File: config.mk
export PLATFORM = sky130hd
export DESIGN_NAME = button_debounce_long_press_repeat
export DESIGN_NICKNAME = d
export VERILOG_FILES = /design/src/rtl/core/bdlpr_pkg.sv /design/src/rtl/core/button_debounce_long_press_repeat.sv
export SDC_FILE = /design/constraint.sdc
export NUM_CORES = 1
export LEC_CHECK = 0
export BUFFER_PORTS_ARGS = -buffer_cell sky130_fd_sc_hd__buf_2
export CORE_MARGIN = 3
export CORE_UTILIZATION = 40
export DETAILED_ROUTE_END_ITERATION = 16
export GPL_TIMING_DRIVEN = 0
export HOLD_SLACK_MARGIN = 0.02
export REMOVE_ABC_BUFFERS = 1
export SLEW_MARGIN = 0
export SYNTH_ARGS = -nofsm -noshare
export SYNTH_HDL_FRONTEND = slang
export SYNTH_SLANG_ARGS = --single-unit
File: constraint.sdc
create_clock -name clk -period 5.4 [get_ports clk]
set_clock_uncertainty 0.1 [all_clocks]
set_input_delay 0.54 -clock clk [delete_from_list [all_inputs] [get_ports clk]]
set_output_delay 0.54 -clock clk [all_outputs]
set_load 0.01 [all_outputs]
File: src/rtl/core/bdlpr_pkg.sv
// Package with the constants and types of the button qualifier.
`timescale 1ns / 1ps

package bdlpr_pkg;

	// Default widths of the elapsed timers and the pending press counter.
	localparam int TIME_BITS_DEF  = 16;
	localparam int COUNT_BITS_DEF = 8;

	// Width of the timing registers and of the reported press count.
	localparam int CFG_W         = 16;
	localparam int PRESS_COUNT_W = 8;
	localparam int CFG_INDEX_W   = 3;

	// Register values after reset.
	localparam logic [CFG_W-1:0] DEBOUNCE_MS_RST        = 16'd30;
	localparam logic [CFG_W-1:0] LONG_PRESS_MS_RST      = 16'd800;
	localparam logic [CFG_W-1:0] REPEAT_DELAY_MS_RST    = 16'd750;
	localparam logic [CFG_W-1:0] REPEAT_INTERVAL_MS_RST = 16'd150;
	localparam logic             AUTO_REPEAT_ON_RST     = 1'b0;

	typedef enum logic [CFG_INDEX_W-1:0] {
		CFG_DEBOUNCE_MS        = 3'd0,
		CFG_LONG_PRESS_MS      = 3'd1,
		CFG_REPEAT_DELAY_MS    = 3'd2,
		CFG_REPEAT_INTERVAL_MS = 3'd3,
		CFG_AUTO_REPEAT_ON     = 3'd4
	} cfg_index_t;

endpackage

File: src/rtl/core/button_debounce_long_press_repeat.sv
// Debounce, long-press and auto-repeat qualifier for one active-low button.
// Each accepted request is one millisecond tick: raw_level is the pin sample
// (0 = pressed) and take_events asks for the pending events to be returned
// and cleared. Every request gives exactly one result with the debounced
// level, the pending press count, long and short press flags (nonzero only
// on a take) and step_fast, which tells whether the latest press came from
// auto-repeat.
// The input channel (in_valid/in_stall) feeds an input register; the tick
// update runs between that register and the result register, so each
// request passes through both registers before its result is valid. One
// request is taken per cycle; throughput is limited only by the receiver.
// When out_stall holds the result register, the input register still takes
// one more request; after that in_stall rises until the result is taken.
// Configuration writes (cfg_valid/cfg_ready) are always ready and must be
// made while no request is in flight. Reset clears the pipeline, returns the
// button state to released and loads the default timing registers.
`timescale 1ns / 1ps

module button_debounce_long_press_repeat #(
	parameter int TIME_BITS  = bdlpr_pkg::TIME_BITS_DEF,
	parameter int COUNT_BITS = bdlpr_pkg::COUNT_BITS_DEF
) (
	input  logic                                 clk,
	input  logic                                 arst_n,
	input  logic                                 in_valid,
	output logic                                 in_stall,
	input  logic                                 raw_level,
	input  logic                                 take_events,
	output logic                                 out_valid,
	input  logic                                 out_stall,
	output logic                                 stable_level,
	output logic [bdlpr_pkg::PRESS_COUNT_W-1:0]  press_count,
	output logic                                 long_press,
	output logic                                 short_press,
	output logic                                 step_fast,
	input  logic                                 cfg_valid,
	output logic                                 cfg_ready,
	input  logic [bdlpr_pkg::CFG_INDEX_W-1:0]    cfg_index,
	input  logic [bdlpr_pkg::CFG_W-1:0]          cfg_data
);

	localparam int CMP_W = (TIME_BITS > bdlpr_pkg::CFG_W) ? TIME_BITS : bdlpr_pkg::CFG_W;
	localparam int CNT_W = (COUNT_BITS > bdlpr_pkg::PRESS_COUNT_W) ?
		COUNT_BITS : bdlpr_pkg::PRESS_COUNT_W;
	localparam logic [TIME_BITS-1:0]  TIME_MAX  = {TIME_BITS{1'b1}};
	localparam logic [COUNT_BITS-1:0] COUNT_MAX = {COUNT_BITS{1'b1}};
	localparam logic [CNT_W-1:0] OUT_MAX =
		CNT_W'({bdlpr_pkg::PRESS_COUNT_W{1'b1}});

	// Timing registers.
	logic [bdlpr_pkg::CFG_W-1:0] debounce_ms_q;
	logic [bdlpr_pkg::CFG_W-1:0] long_press_ms_q;
	logic [bdlpr_pkg::CFG_W-1:0] repeat_delay_ms_q;
	logic [bdlpr_pkg::CFG_W-1:0] repeat_interval_ms_q;
	logic                        auto_repeat_on_q;

	// Button state.
	logic                  last_sample_q;
	logic                  debounced_q;
	logic [TIME_BITS-1:0]  since_change_q;
	logic [TIME_BITS-1:0]  held_time_q;
	logic [TIME_BITS-1:0]  since_repeat_q;
	logic [COUNT_BITS-1:0] pending_q;
	logic                  long_fired_q;
	logic                  long_pending_q;
	logic                  short_pending_q;
	logic                  fast_flag_q;

	// Input register and result register.
	logic valid_s1;
	logic raw_s1;
	logic take_s1;
	logic valid_s2;
	logic stable_s2;
	logic [bdlpr_pkg::PRESS_COUNT_W-1:0] count_s2;
	logic long_s2;
	logic short_s2;
	logic fast_s2;

	logic advance;

	// Next state of one tick.
	logic [TIME_BITS-1:0]  sc_n;
	logic [TIME_BITS-1:0]  held_n;
	logic [TIME_BITS-1:0]  srep_mid;
	logic [TIME_BITS-1:0]  srep_n;
	logic [COUNT_BITS-1:0] pend_mid;
	logic [COUNT_BITS-1:0] pend_n;
	logic                  deb_n;
	logic                  accept_chg;
	logic                  press_edge;
	logic                  release_edge;
	logic                  lf_mid;
	logic                  lf_n;
	logic                  repeat_hit;
	logic                  long_hit;
	logic                  long_pend_n;
	logic                  short_pend_n;
	logic                  fast_n;
	logic [CNT_W-1:0]      pend_ext;
	logic [bdlpr_pkg::PRESS_COUNT_W-1:0] count_out;

	assign advance   = valid_s1 && (!valid_s2 || !out_stall);
	assign in_stall  = valid_s1 && !advance;
	assign cfg_ready = 1'b1;

	assign out_valid    = valid_s2;
	assign stable_level = stable_s2;
	assign press_count  = count_s2;
	assign long_press   = long_s2;
	assign short_press  = short_s2;
	assign step_fast    = fast_s2;

	always_comb begin
		// The change timer restarts whenever the raw level moves.
		if (raw_s1 != last_sample_q) begin
			sc_n = '0;
		end else if (since_change_q == TIME_MAX) begin
			sc_n = TIME_MAX;
		end else begin
			sc_n = since_change_q + TIME_BITS'(1);
		end

		accept_chg   = (CMP_W'(sc_n) > CMP_W'(debounce_ms_q)) && (raw_s1 != debounced_q);
		press_edge   = accept_chg && !raw_s1;
		release_edge = accept_chg && raw_s1;
		deb_n        = accept_chg ? raw_s1 : debounced_q;

		if (press_edge) begin
			held_n   = '0;
			srep_mid = '0;
		end else begin
			held_n   = (held_time_q == TIME_MAX) ? TIME_MAX : held_time_q + TIME_BITS'(1);
			srep_mid = (since_repeat_q == TIME_MAX) ?
				TIME_MAX : since_repeat_q + TIME_BITS'(1);
		end

		lf_mid   = press_edge ? 1'b0 : long_fired_q;
		pend_mid = (press_edge && pending_q != COUNT_MAX) ?
			pending_q + COUNT_BITS'(1) : pending_q;

		repeat_hit = auto_repeat_on_q && !raw_s1 &&
			(CMP_W'(held_n) >= CMP_W'(repeat_delay_ms_q)) &&
			(CMP_W'(srep_mid) >= CMP_W'(repeat_interval_ms_q));
		pend_n = (repeat_hit && pend_mid != COUNT_MAX) ? pend_mid + COUNT_BITS'(1) : pend_mid;
		srep_n = repeat_hit ? '0 : srep_mid;

		if (repeat_hit) begin
			fast_n = 1'b1;
		end else if (press_edge) begin
			fast_n = 1'b0;
		end else begin
			fast_n = fast_flag_q;
		end

		long_hit = !lf_mid && !deb_n && !raw_s1 &&
			(CMP_W'(held_n) >= CMP_W'(long_press_ms_q));
		lf_n         = lf_mid || long_hit;
		long_pend_n  = long_pending_q || long_hit;
		short_pend_n = short_pending_q || (release_edge && !long_fired_q);

		pend_ext  = CNT_W'(pend_n);
		count_out = (pend_ext > OUT_MAX) ? bdlpr_pkg::PRESS_COUNT_W'(OUT_MAX) :
			bdlpr_pkg::PRESS_COUNT_W'(pend_ext);
	end

	always_ff @(posedge clk or negedge arst_n) begin
		if (!arst_n) begin
			debounce_ms_q        <= bdlpr_pkg::DEBOUNCE_MS_RST;
			long_press_ms_q      <= bdlpr_pkg::LONG_PRESS_MS_RST;
			repeat_delay_ms_q    <= bdlpr_pkg::REPEAT_DELAY_MS_RST;
			repeat_interval_ms_q <= bdlpr_pkg::REPEAT_INTERVAL_MS_RST;
			auto_repeat_on_q     <= bdlpr_pkg::AUTO_REPEAT_ON_RST;
		end else if (cfg_valid && cfg_ready) begin
			case (cfg_index)
				bdlpr_pkg::CFG_DEBOUNCE_MS:        debounce_ms_q        <= cfg_data;
				bdlpr_pkg::CFG_LONG_PRESS_MS:      long_press_ms_q      <= cfg_data;
				bdlpr_pkg::CFG_REPEAT_DELAY_MS:    repeat_delay_ms_q    <= cfg_data;
				bdlpr_pkg::CFG_REPEAT_INTERVAL_MS: repeat_interval_ms_q <= cfg_data;
				bdlpr_pkg::CFG_AUTO_REPEAT_ON:     auto_repeat_on_q     <= cfg_data[0];
				default: begin
				end
			endcase
		end
	end

	always_ff @(posedge clk or negedge arst_n) begin
		if (!arst_n) begin
			valid_s1 <= 1'b0;
		end else if (!in_stall) begin
			valid_s1 <= in_valid;
		end
	end

	always_ff @(posedge clk) begin
		if (!in_stall && in_valid) begin
			raw_s1  <= raw_level;
			take_s1 <= take_events;
		end
	end

	always_ff @(posedge clk or negedge arst_n) begin
		if (!arst_n) begin
			last_sample_q   <= 1'b1;
			debounced_q     <= 1'b1;
			since_change_q  <= '0;
			held_time_q     <= '0;
			since_repeat_q  <= '0;
			pending_q       <= '0;
			long_fired_q    <= 1'b0;
			long_pending_q  <= 1'b0;
			short_pending_q <= 1'b0;
			fast_flag_q     <= 1'b0;
		end else if (advance) begin
			last_sample_q   <= raw_s1;
			debounced_q     <= deb_n;
			since_change_q  <= sc_n;
			held_time_q     <= held_n;
			since_repeat_q  <= srep_n;
			long_fired_q    <= lf_n;
			fast_flag_q     <= fast_n;
			// A take hands the pending events to the result and clears them.
			pending_q       <= take_s1 ? '0 : pend_n;
			long_pending_q  <= take_s1 ? 1'b0 : long_pend_n;
			short_pending_q <= take_s1 ? 1'b0 : short_pend_n;
		end
	end

	always_ff @(posedge clk or negedge arst_n) begin
		if (!arst_n) begin
			valid_s2 <= 1'b0;
		end else if (advance) begin
			valid_s2 <= 1'b1;
		end else if (!out_stall) begin
			valid_s2 <= 1'b0;
		end
	end

	always_ff @(posedge clk) begin
		if (advance) begin
			stable_s2 <= deb_n;
			fast_s2   <= fast_n;
			count_s2  <= take_s1 ? count_out : '0;
			long_s2   <= take_s1 && long_pend_n;
			short_s2  <= take_s1 && short_pend_n;
		end
	end

endmodule

After elaboration in Yosys (flattened, before gate mapping)
Index checks and enable logic that the tools add are counted.
{"block": "op_classes", "n_addsub": 5, "order_cmp": 5, "eq_ne": 12, "n_mux": 19, "n_reduce_logical": 35}
{"op": "two-way mux 16 bit", "n": 7}
{"op": "adder 16 x 1 -> 16 bit (second input constant)", "n": 3}
{"op": "equality test 16 bit (second input constant)", "n": 3}
{"op": ">= comparator 16 bit", "n": 3}
{"op": "two-way mux 8 bit", "n": 4}
{"op": "logical AND 1 bit", "n": 17}
{"op": "adder 8 x 1 -> 8 bit (second input constant)", "n": 2}
{"op": "greater-than comparator 16 bit", "n": 1}
{"op": "!= test 8 bit (second input constant)", "n": 2}
{"op": "AND reduction 2 bit", "n": 5}
{"op": "greater-than comparator 8 bit (second input constant)", "n": 1}
{"op": "zero test 1 bit", "n": 8}
{"op": "two-way mux 1 bit", "n": 8}
{"op": "equality test 3 x 2 -> 1 bit (second input constant)", "n": 2}
{"op": "logical OR 1 bit", "n": 4}
{"op": "equality test 3 x 1 -> 1 bit (second input constant)", "n": 1}
{"op": "equality test 3 bit (second input constant)", "n": 1}
{"op": "zero test 3 bit", "n": 1}
{"op": "!= test 1 bit", "n": 2}
{"op": "!= test 2 x 1 -> 1 bit (second input constant)", "n": 1}
{"block": "word_totals", "regBits": 143, "in_bits": 26, "word_cells": 100}

Longest topological paths before layout
Gate-level depths: netlist (run 1).
{"block": "logic_depth", "depth_word": 14, "ltp_mapped": 29}

Worst setup path before layout (run 1)
Ideal clock, no wire load.
{"block": "synth_path", "path_kind": "register to register", "startpoint": "register since_change_q[2]", "endpoint": "register count_s2, in the netlist press_count[4] (data pin)", "setup_ns": 0.266, "arrival_time_ns": 5.546, "required_time_ns": 5.034, "setup_slack_ns": -0.512, "path_stages_with_launch": 29, "period_less_slack_ns": 5.912, "path_cell_list": "dfrtp_1 -> nand3_1 -> nor2_1 -> and3_1 -> nand3_1 -> nor2_1 -> nand3_1 -> clkbuf_1 -> a21o_1 -> ha_1 -> nor2b_1 -> o211ai_1 -> a2111o_1 -> and3_1 -> nor3_1 -> clkbuf_1 -> clkbuf_1 -> a21oi_1 -> ha_1 -> a21o_1 -> a21o_1 -> a21oi_1 -> or3b_2 -> a31oi_1 -> clkbuf_1 -> o21ai_0 -> o32ai_1 -> xnor2_1 -> nor2_1"}
{"block": "synth_via", "elab_chain_len": 14}
{"element": "start: declaration", "line": "button_debounce_long_press_repeat.sv:60", "text": "logic [TIME_BITS-1:0] since_change_q;"}
{"element": "start signal: assignment", "line": "button_debounce_long_press_repeat.sv:217", "text": "since_change_q <= sc_n;"}
{"element": "adder 16 x 1 -> 16 bit or equality test 16 bit (tied branches)", "line": "button_debounce_long_press_repeat.sv:121, button_debounce_long_press_repeat.sv:118"}
{"element": "two-way mux 16 bit *", "line": "button_debounce_long_press_repeat.sv:118", "text": "end else if (since_change_q == TIME_MAX) begin"}
{"element": "two-way mux 16 bit *", "line": "button_debounce_long_press_repeat.sv:116", "text": "if (raw_s1 != last_sample_q) begin"}
{"element": "greater-than comparator 16 bit *", "line": "button_debounce_long_press_repeat.sv:124", "text": "accept_chg = (CMP_W'(sc_n) > CMP_W'(debounce_ms_q)) && (raw_s1 != debounced_q);"}
{"element": "logical AND 1 bit *", "line": "button_debounce_long_press_repeat.sv:124"}
{"element": "logical AND 1 bit *", "line": "button_debounce_long_press_repeat.sv:125", "text": "press_edge = accept_chg && !raw_s1;"}
{"element": "two-way mux 16 bit *", "line": "button_debounce_long_press_repeat.sv:129", "text": "if (press_edge) begin"}
{"element": "net held_n[13]", "line": "button_debounce_long_press_repeat.sv:84", "text": "logic [TIME_BITS-1:0] held_n;"}
{"element": ">= comparator 16 bit *", "line": "button_debounce_long_press_repeat.sv:143", "text": "(CMP_W'(held_n) >= CMP_W'(repeat_delay_ms_q)) &&"}
{"element": "logical AND 1 bit *", "line": "button_debounce_long_press_repeat.sv:142", "text": "repeat_hit = auto_repeat_on_q && !raw_s1 &&"}
{"element": "logical AND 1 bit *", "line": "button_debounce_long_press_repeat.sv:143"}
{"element": "logical AND 1 bit *", "line": "button_debounce_long_press_repeat.sv:145", "text": "pend_n = (repeat_hit && pend_mid != COUNT_MAX) ? pend_mid + COUNT_BITS'(1) : pend_mid;"}
{"element": "two-way mux 8 bit *", "line": "button_debounce_long_press_repeat.sv:145"}
{"element": "greater-than comparator 8 bit", "line": "button_debounce_long_press_repeat.sv:163", "text": "count_out = (pend_ext > OUT_MAX) ? bdlpr_pkg::PRESS_COUNT_W'(OUT_MAX) :"}
{"element": "two-way mux 8 bit *", "line": "button_debounce_long_press_repeat.sv:163"}
{"element": "end signal: assignment", "line": "button_debounce_long_press_repeat.sv:243", "text": "count_s2 <= take_s1 ? count_out : '0;"}
{"element": "end: declaration", "line": "button_debounce_long_press_repeat.sv:75", "text": "logic [bdlpr_pkg::PRESS_COUNT_W-1:0] count_s2;"}
Mark *: on every way through the listed nets, which the timed path passes. The rest lies on a longest branch.
A chain may end at the register's enable or synchronous reset.

Final worst setup path (run 1)
{"block": "layout_path", "startpoint": "register since_change_q[2]", "endpoint": "register count_s2, in the netlist press_count[3] (data pin)"}
{"block": "layout_via", "elab_chain_len": 14}
{"element": "adder 16 x 1 -> 16 bit or equality test 16 bit (tied branches)", "line": "button_debounce_long_press_repeat.sv:121, button_debounce_long_press_repeat.sv:118"}
{"element": "two-way mux 16 bit *", "line": "button_debounce_long_press_repeat.sv:118"}
{"element": "two-way mux 16 bit *", "line": "button_debounce_long_press_repeat.sv:116"}
{"element": "net sc_n[9]", "line": "button_debounce_long_press_repeat.sv:83", "text": "logic [TIME_BITS-1:0] sc_n;"}
{"element": "greater-than comparator 16 bit *", "line": "button_debounce_long_press_repeat.sv:124"}
{"element": "logical AND 1 bit *", "line": "button_debounce_long_press_repeat.sv:124"}
{"element": "logical AND 1 bit *", "line": "button_debounce_long_press_repeat.sv:125"}
{"element": "two-way mux 16 bit", "line": "button_debounce_long_press_repeat.sv:129"}
{"element": ">= comparator 16 bit", "line": "button_debounce_long_press_repeat.sv:143"}
{"element": "logical AND 1 bit", "line": "button_debounce_long_press_repeat.sv:142"}
{"element": "logical AND 1 bit", "line": "button_debounce_long_press_repeat.sv:143"}
{"element": "logical AND 1 bit", "line": "button_debounce_long_press_repeat.sv:145"}
{"element": "two-way mux 8 bit *", "line": "button_debounce_long_press_repeat.sv:145"}
{"element": "greater-than comparator 8 bit", "line": "button_debounce_long_press_repeat.sv:163"}
{"element": "two-way mux 8 bit *", "line": "button_debounce_long_press_repeat.sv:163"}
Marks and branches as above.

==> metrics.csv, run 1 <==
metric,value,unit
ys_seq_elements,143,
rr_worst_depth,27,
die_w,152,um
synth_cell_type_count,64,
die_area,23300,um^2
route.detailed.wl_per_inst,16.3,um
relSlewSlack,40.2,%
initial_utilization,41.6,%
yosys.cell_count.top_type,nand2_1,
critPathLaunchType,register,
ys_warn_count,0,
hp-class,in -> reg,
cts_buffers,17,
setup_slack,-82.0,ps
dp_cells,1199,
slew_violations,0,
yosysSeqAreaShare,42.8,%
status,"complete, but fails checks",
root_buffer,clkbuf_16,
end_kind,register,
grt_max_degree,70,
cp_max_fo,5,
synthArstFlopShare,90.2,%
antenna_found_initial,0,
clock_latency,420,ps
grt_pass1_wl,33900,um
arrival,5540,ps
critPathRequiredTime,5460,ps
synth_flop_cell,dfrtp_1,
hold_path_depth,1,
vdd_drop_max,283,uV
fp.dieH,152,um
drt_iter0_drc,350,
htreeDepth,4,
worst_pin_slew,897,ps
cts.path.max_buffers,2,
layout.cells.non_filler,1274,
synthTopCellsByArea,"dfrtp_1 32%, ha_1 10%, dfstp_2 6.1%",
rows,52,
yosysTopAreaCell,dfrtp_1,
gp_congestion,0.831,
synthCells,921,
nets,1086,
synth_edf_count,14,
min-delay-start,raw_level,
hold_end,raw_s1$_DFFE_PP_,
hpwl,13600,um
drv_cap,0,
num_io_pins,41,
fmax,0.182,GHz
io_buffers,39,
syn_to_final_growth,25.3,%
nFillCells,1862,
crit_type,reg -> reg,
powerDensity,328,nW/um^2
p_leak,4.76,nW
n_antenna_cell,0,
ant_nets,0,
num_vias,6771,
setup_viol,12,
wl,20800,um
syn_area,8580,um^2
r2r_slack,-80,ps
dr.pass1.iters,4,
finalCritPeriodShare,102,%
rr_startpoint,since_change_q[2]$_DFFE_PN0P_,
rsz0062_at_grt,yes,
period_minus_slack,5480,ps
clk_pin_slew_worst_paths,60,ps
vias_per_cell,5.31,
register_area,3670,um^2
final_layout_size_suffix_gt1_share,28.7,%
hold_viol,0,
synthTopCellsByCount,"126 x nand2_1, 109 x dfrtp_1, 75 x inv_1, 73 x o21ai_0, 72 x a21oi_1",
yosys.area.top_type_share,31.8,%
track_usage,17.8,%
avgSynthCellArea,9.32,um^2
rr_endpoint,press_count[3]$_SDFFCE_PN0P_,
cts_sinks,143,
multi_input_area,5110,um^2
drcViolationCount,0,
core-area,20600,um^2
grt_pass1_vias,6664,
setup-tns-final,-515,ps
overflow,0,
cts_tree,done,
violations,setup timing,
==> layer usage <==
layer / track usage, % / vias to the layer above / part of all wire, %
li1: - / 3362 / -
met1: 24.1 / 3270 / 47
met2: 29.5 / 109 / 48
met3: 2.84 / 30 / 2.6
met4: 5.94 / 0 / 2.0
met5: 0 / - / 0
==> power by group <==
part	switching (W)	total [W]	internal, W
Clock	0.000457	0.00117	0.000715
Sequential	0.000120	0.00140	0.00128
Combinational	0.000526	0.000958	0.000433
Total	0.00110	0.00353	0.00243
==> critical path: stages (launching register included) <==
cell and delay, ps:
dfrtp_1 380, nand3_2 110, nor2_4 130, and3_4 230
nand4_1 190, buf_4 200, xor2_1 160, a21oi_2 90
ha_1 300, nand4_1 150, a2111o_1 420, and3_4 200
nor3_4 170, buf_6 190, buf_12 140, a21o_1 130
ha_1 240, nand2b_4 130, a21o_1 180, a21oi_2 170
nor2_4 70, o311ai_4 280, a31oi_4 170, buf_6 170
o41ai_4 100, o22ai_2 170, xnor2_1 170, nor2_1 50
==> layout make-up <==
cell class	instances	share of cell area, %
well taps	270	3.14
multi-input cells	666	47.5
inverters	75	2.65
clock inverters	10	1.04
repair buffers	88	7.10
clock buffers	22	4.41
flip-flops and latches	143	34.2
==> flip-flops by register name (all words and copies together) (netlist names), 8 cells and up <==
| name | count |
|---|---|
| repeat_interval_ms_q | 16 |
| since_change_q | 16 |
| repeat_delay_ms_q | 16 |
| since_repeat_q | 16 |
| pending_q | 8 |
| held_time_q | 16 |
| debounce_ms_q | 16 |
| press_count | 8 |
| long_press_ms_q | 16 |
==> cell families (layout without fill, tap and decap cells) <==
group	after synthesis	after routing	share of synthesized area (%)
AND/OR/NAND/NOR	297	298	16.6
buffers and inverters	113	195	5.54
XOR/XNOR	43	43	4.39
other	1	1	0.0437
flip-flops	143	143	42.8
AO/OA/AOI/OAI	207	207	14.3
adder cells (fa/ha/maj)	69	69	10.1
multiplexers	48	48	6.24
==> placed cells by master, fill, tap and decap left out, types with 5 or more instances in the layout <==
cell type,count
buf_4,26
a21o_1,23
edfxtp_1,14
mux2_2,44
o21ai_2,7
buf_12,6
ha_4,9
o21ai_0,57
inv_1,73
xnor2_1,23
buf_2,38
buf_6,12
dfstp_2,20
xor2_1,19
nor2_4,7
nand2_1,122
clkbuf_16,17
a21oi_1,43
o21ai_1,9
o21a_1,5
o31ai_1,5
and3_1,12
nor3_1,6
nand3_1,31
nor2b_1,6
nand4_1,15
a21oi_2,22
ha_1,59
dfrtp_1,109
a21oi_4,7
nor2_1,39
==> metrics by stage <==
stage	worst slack, ps	utilization [%]	hold slack, ps	total power [W]	area (um^2)
floorplan	-2210	-	144	0.00197	8390
global placement	-5790	43.3	354	0.00218	8920
detailed placement	-3060	44.0	358	0.00221	9070
global route	-354	52.1	176	0.00376	10800
CTS	5.02	49.8	174	0.00346	10300
finish	-82.0	52.1	194	0.00353	10800
==> what timing repair did <==
| item | 4_1_cts | 5_1_grt |
|---|---|---|
| gates cloned | 2 | 0 |
| setup buffers | 30 | 10 |
| endpoints found under the setup margin | 37 | 37 |
| pin swaps | 28 | 49 |
| hold endpoints to repair | 10 | 0 |
| gates resized for setup | 66 | 86 |
| hold buffers | 1 | 0 |
==> worst max path at each step <==
stage                                             start                            to  slack [ps]  cells after the start
after global placement                 raw_s1$_DFFE_PP_  press_count[7]$_SDFFCE_PN0P_       -5790                     17
after global routing      since_change_q[2]$_DFFE_PN0P_  press_count[5]$_SDFFCE_PN0P_        -350                     26
after detailed placement               raw_s1$_DFFE_PP_  press_count[7]$_SDFFCE_PN0P_       -3060                     19
after floorplan           since_change_q[2]$_DFFE_PN0P_  press_count[7]$_SDFFCE_PN0P_       -2210                     24
final                     since_change_q[2]$_DFFE_PN0P_  press_count[3]$_SDFFCE_PN0P_         -80                     27
after CTS                 since_change_q[2]$_DFFE_PN0P_  press_count[3]$_SDFFCE_PN0P_           5                     28
Power figures use the tool's default switching activity.
==> inputs of run 2 (changes only) <==
==> constraint.sdc (replaced) <==
create_clock -name clk -period 5.4 [get_ports clk]
set_clock_uncertainty 0.1 [all_clocks]
set_input_delay 1.08 -clock clk [delete_from_list [all_inputs] [get_ports clk]]
set_output_delay 1.08 -clock clk [all_outputs]
set_load 0.01 [all_outputs]
==> run 2 against run 1 <==
The flow still finishes with violations (setup timing). Power about the same. Fmax up 0.17%. Register-to-register slack about the same.
==> metrics.csv, run 2 (synthesis results as in run 1) <==
metric,value,unit
status,"complete, but fails checks",
violations,setup timing,
fp.dieH,152,um
final_cell_mix,"122 x nand2_1, 109 x dfrtp_1, 73 x inv_1, 59 x ha_1, 57 x o21ai_0",
route.detailed.wl_per_inst,16.4,um
cts_buffers,17,
finalCritPeriodShare,101,%
die_area,23300,um^2
cp.buffers_inverters,4,
totalPowerFinal,0.00353,W
rows,52,
vias_per_cell,5.31,
drcViolationCount,0,
drt_iter0_drc,350,
p_leak,4.75,nW
cts.path.max_buffers,2,
hp-class,reg -> reg,
drv_cap,0,
hold_path_depth,1,
setup_viol,10,
setup_slack,-72.6,ps
htreeDepth,4,
period_minus_slack,5470,ps
fmax,0.183,GHz
initial_utilization,41.6,%
clock_latency,420,ps
placed_area,9070,um^2
rr_endpoint,press_count[3]$_SDFFCE_PN0P_,
antenna_found_initial,0,
vdd_drop_max,283,uV
rr_startpoint,since_change_q[2]$_DFFE_PN0P_,
critPathLaunchType,register,
min-delay-start,long_fired_q$_DFFE_PN0P_,
gp_congestion,0.831,
hpwl,13600,um
core-area,20600,um^2
critPathMaxStageDelay,420,ps
end_kind,register,
rsz0062_at_grt,yes,
slowest_stage,a2111o_1,
powerDensity,328,nW/um^2
die_w,152,um
num_io_pins,41,
wl,20800,um
ant_nets,0,
relSlewSlack,39.2,%
num_vias,6759,
final_common_cell,nand2_1,
critPathTopFamily,compound AO/OA/AOI/OAI gates,
clk_pin_slew_worst_paths,60,ps
critical_path.startpoint,since_change_q[2]$_DFFE_PN0P_,
layout.cells.non_filler,1273,
track_usage,17.8,%
dp_cells,1199,
cts_sinks,143,
critPathRequiredTime,5460,ps
setup-tns-final,-407,ps
grt_pass1_wl,33900,um
crit_type,reg -> reg,
grt_pass1_vias,6663,
cts_hold_buf,0,
io_buffers,39,
hold_end,long_fired_q$_DFFE_PN0P_,
rr_worst_depth,27,
worst_pin_slew,912,ps
dr.pass1.iters,4,
grt_max_degree,70,
root_buffer,clkbuf_16,
r2r_slack,-70,ps
slew_violations,0,
cts_tree,done,
arrival,5530,ps
n_antenna_cell,0,
hold_viol,0,
syn_to_final_growth,25.2,%
cp_max_fo,5,
stdcell_area,10700,um^2
overflow,0,
nets,1085,
final_layout_size_suffix_gt1_share,28.7,%
final_core_util,52.1,%
[run 2: cell types whose count changed in the layout (fill, tap and decap cells not counted)]
cell	delta
dlygate4sd3_1	-1
[run 2: area by class of cell]
class	count	area [um^2]
Clock inverter	10	111
Sequential cell	143	3670
Tap cell	270	338
Multi-Input combinational cell	666	5110
Inverter	75	285
Timing Repair Buffer	87	753
Clock buffer	22	474
Fill cell	1863	9880
[run 2: report_power, final]
part           switching (W)  internal, W
Clock               0.000457     0.000715
Sequential          0.000118      0.00128
Combinational       0.000525     0.000432
[run 2: layer usage]
layer  up-vias  wire [um]  global-route usage, %
li1       3352          -                      -
met1      3265       9790                   24.0
met2       112      10100                   29.5
met3        30        528                   2.84
met4         0        425                   5.94
met5         -          0                      0
[run 2: per-stage QoR]
| stage | setup WS (ps) | hold slack (ps) |
|---|---|---|
| floorplan | -2210 | 346 |
| global placement | -5790 | 354 |
| detailed placement | -3060 | 358 |
| CTS | 5.02 | 394 |
| global route | -354 | 419 |
| finish | -72.6 | 390 |
[run 2: how the worst max path moves through the flow]
stage	slack, ps	depth (start not counted)	endpoint
after floorplan	-2210	24	press_count[7]$_SDFFCE_PN0P_
after global placement	-5790	17	press_count[7]$_SDFFCE_PN0P_
after detailed placement	-3060	19	press_count[7]$_SDFFCE_PN0P_
after CTS	5	28	press_count[3]$_SDFFCE_PN0P_
after global routing	-350	26	press_count[5]$_SDFFCE_PN0P_
final	-70	27	press_count[3]$_SDFFCE_PN0P_
[run 2: what timing repair did]
action	in CTS	in global routing
gates cloned	2	0
gates resized for setup	66	86
endpoints found under the setup margin	37	37
buffers inserted	30	10
pin swaps	28	49
==> inputs of run 3 (changes only) <==
Settings changed: CORE_UTILIZATION 40 to 56, PLACE_DENSITY set to 0.77.
==> run 3 against run 2 <==
The flow still finishes with violations (setup timing). Via count is 5.5% higher. Cell area down 1.4%. Clock power shrank 4%. Cell count is 6.0% lower. First-iteration DRC count grew 110%. Highest routed layer unchanged. Die area down 28%. Core utilization grew 20 points.
==> metrics.csv, run 3 (synthesis results as in run 1) <==
metric,value,unit
slowest_stage,dfrtp_1,
fp.dieH,130,um
use_met2,41.9,%
antenna_found_initial,0,
hold_viol,0,
num_io_pins,41,
num_vias,7130,
setup_slack,-310,ps
register_area,3670,um^2
grt_pass1_vias,6817,
clk_pin_slew_worst_paths,60,ps
ant_nets,0,
die_area,16800,um^2
grtUsageMet1,33.6,%
grt-busiest-layer,met2,
period_minus_slack,5710,ps
n_antenna_cell,0,
hpwl,13400,um
root_buffer,clkbuf_16,
worst_pin_slew,952,ps
cts_tree,done,
pre_cts_ws,-2490,ps
grt_pass1_wl,34000,um
dp_cells,1114,
placed_area,8980,um^2
vdd_drop_max,293,uV
final_common_cell,nand2_1,
io_buffers,39,
p_leak,4.80,nW
vias_per_cell,5.96,
multi_input_area,5020,um^2
cts_sinks,143,
final_cell_mix,"121 x nand2_1, 109 x dfrtp_1, 73 x inv_1, 65 x ha_1, 55 x o21ai_0",
setup_viol,36,
status,"complete, but fails checks",
initial_utilization,58.2,%
final_layout_size_suffix_gt1_share,29.7,%
arrival,5780,ps
rsz0062_at_grt,yes,
grt_util_met3,6.10,%
htreeDepth,4,
dr.pass1.iters,6,
clock_latency,430,ps
syn_to_final_growth,23.4,%
powerDensity,328,nW/um^2
critPathLaunchType,register,
wl,22100,um
drcViolationCount,0,
nFillCells,1021,
cp_max_fo,5,
stdcell_area,10600,um^2
drv_cap,0,
overflow,0,
nets,1094,
critPathMaxStageDelay,380,ps
die_w,130,um
relSlewSlack,36.5,%
grt_max_degree,103,
track_usage,25.8,%
finalCritPeriodShare,106,%
drt_iter0_drc,733,
crit_type,reg -> reg,
end_kind,register,
layout.cells.non_filler,1196,
critPathRequiredTime,5470,ps
route.detailed.wl_per_inst,18.5,um
cts.path.max_buffers,2,
fmax,0.175,GHz
core-area,14800,um^2
violations,setup timing,
cts_buffers,17,
rows,44,
gp_congestion,0.837,
slew_violations,0,
hp-class,reg -> reg,
hold-worst-slack,388,ps
run 3: final timing paths:
path	start	to	slack, ps	cells past startpoint
min in group asynchronous	arst_n	since_repeat_q[14]$_DFFE_PN0P_	430	1
max in group asynchronous	arst_n	repeat_delay_ms_q[9]$_DFFE_PN1P_	3990	2
max	since_change_q[2]$_DFFE_PN0P_	press_count[1]$_SDFFCE_PN0P_	-310	30
min reg2reg	long_fired_q$_DFFE_PN0P_	long_fired_q$_DFFE_PN0P_	390	1
max reg2reg	since_change_q[2]$_DFFE_PN0P_	press_count[1]$_SDFFCE_PN0P_	-310	30
min	long_fired_q$_DFFE_PN0P_	long_fired_q$_DFFE_PN0P_	390	1
run 3: stage by stage:
step           setup TNS, ps  power [W]  utilization, %
2_1_floorplan         -63700    0.00197               -
3_3_place_gp         -208760    0.00216            59.7
3_5_place_dp          -62600    0.00222            60.9
4_1_cts                -1660    0.00338            68.8
5_1_grt               -12460    0.00368            71.8
6_report               -5870    0.00347            71.8
run 3: area by class of cell:
| cell class | instances | area share (%) |
|---|---|---|
| Multi-Input combinational cell | 666 | 47.4 |
| Sequential cell | 143 | 34.7 |
| Timing Repair Buffer | 96 | 7.74 |
| Clock buffer | 21 | 4.55 |
| Inverter | 75 | 2.69 |
| Tap cell | 184 | 2.17 |
| Clock inverter | 11 | 0.768 |
run 3: where the power goes:
group	internal (W)	switching, W	total (W)
logic	0.000412	0.000538	0.000950
clock network	0.000642	0.000476	0.00112
registers	0.00128	0.000124	0.00140
run 3: critical path, delay by kind of cell, from the launching register on:
kind | cells | cell delay, ps
AND/OR/NAND/NOR | 12 | 1560
AO/OA/AOI/OAI | 8 | 1450
buffers and inverters | 6 | 960
adder cells (fa/ha/maj) | 2 | 570
flip-flops | 1 | 380
multiplexers | 1 | 220
XOR/XNOR | 1 | 180
run 3: layer usage:
metal  routed length [um]  vias to the layer above
met5                    0                        -
met4                  664                        0
met3                 1230                       57
met2                10800                      261
met1                 9450                     3434
li1                     -                     3378
run 3: repair_timing:
item / CTS / global route
pin swaps: 29 / 36
setup buffers: 33 / 17
gates resized for setup: 71 / 83
hold buffers: 0 / 0
cloned: 2 / 1
setup endpoints to repair: 37 / 37
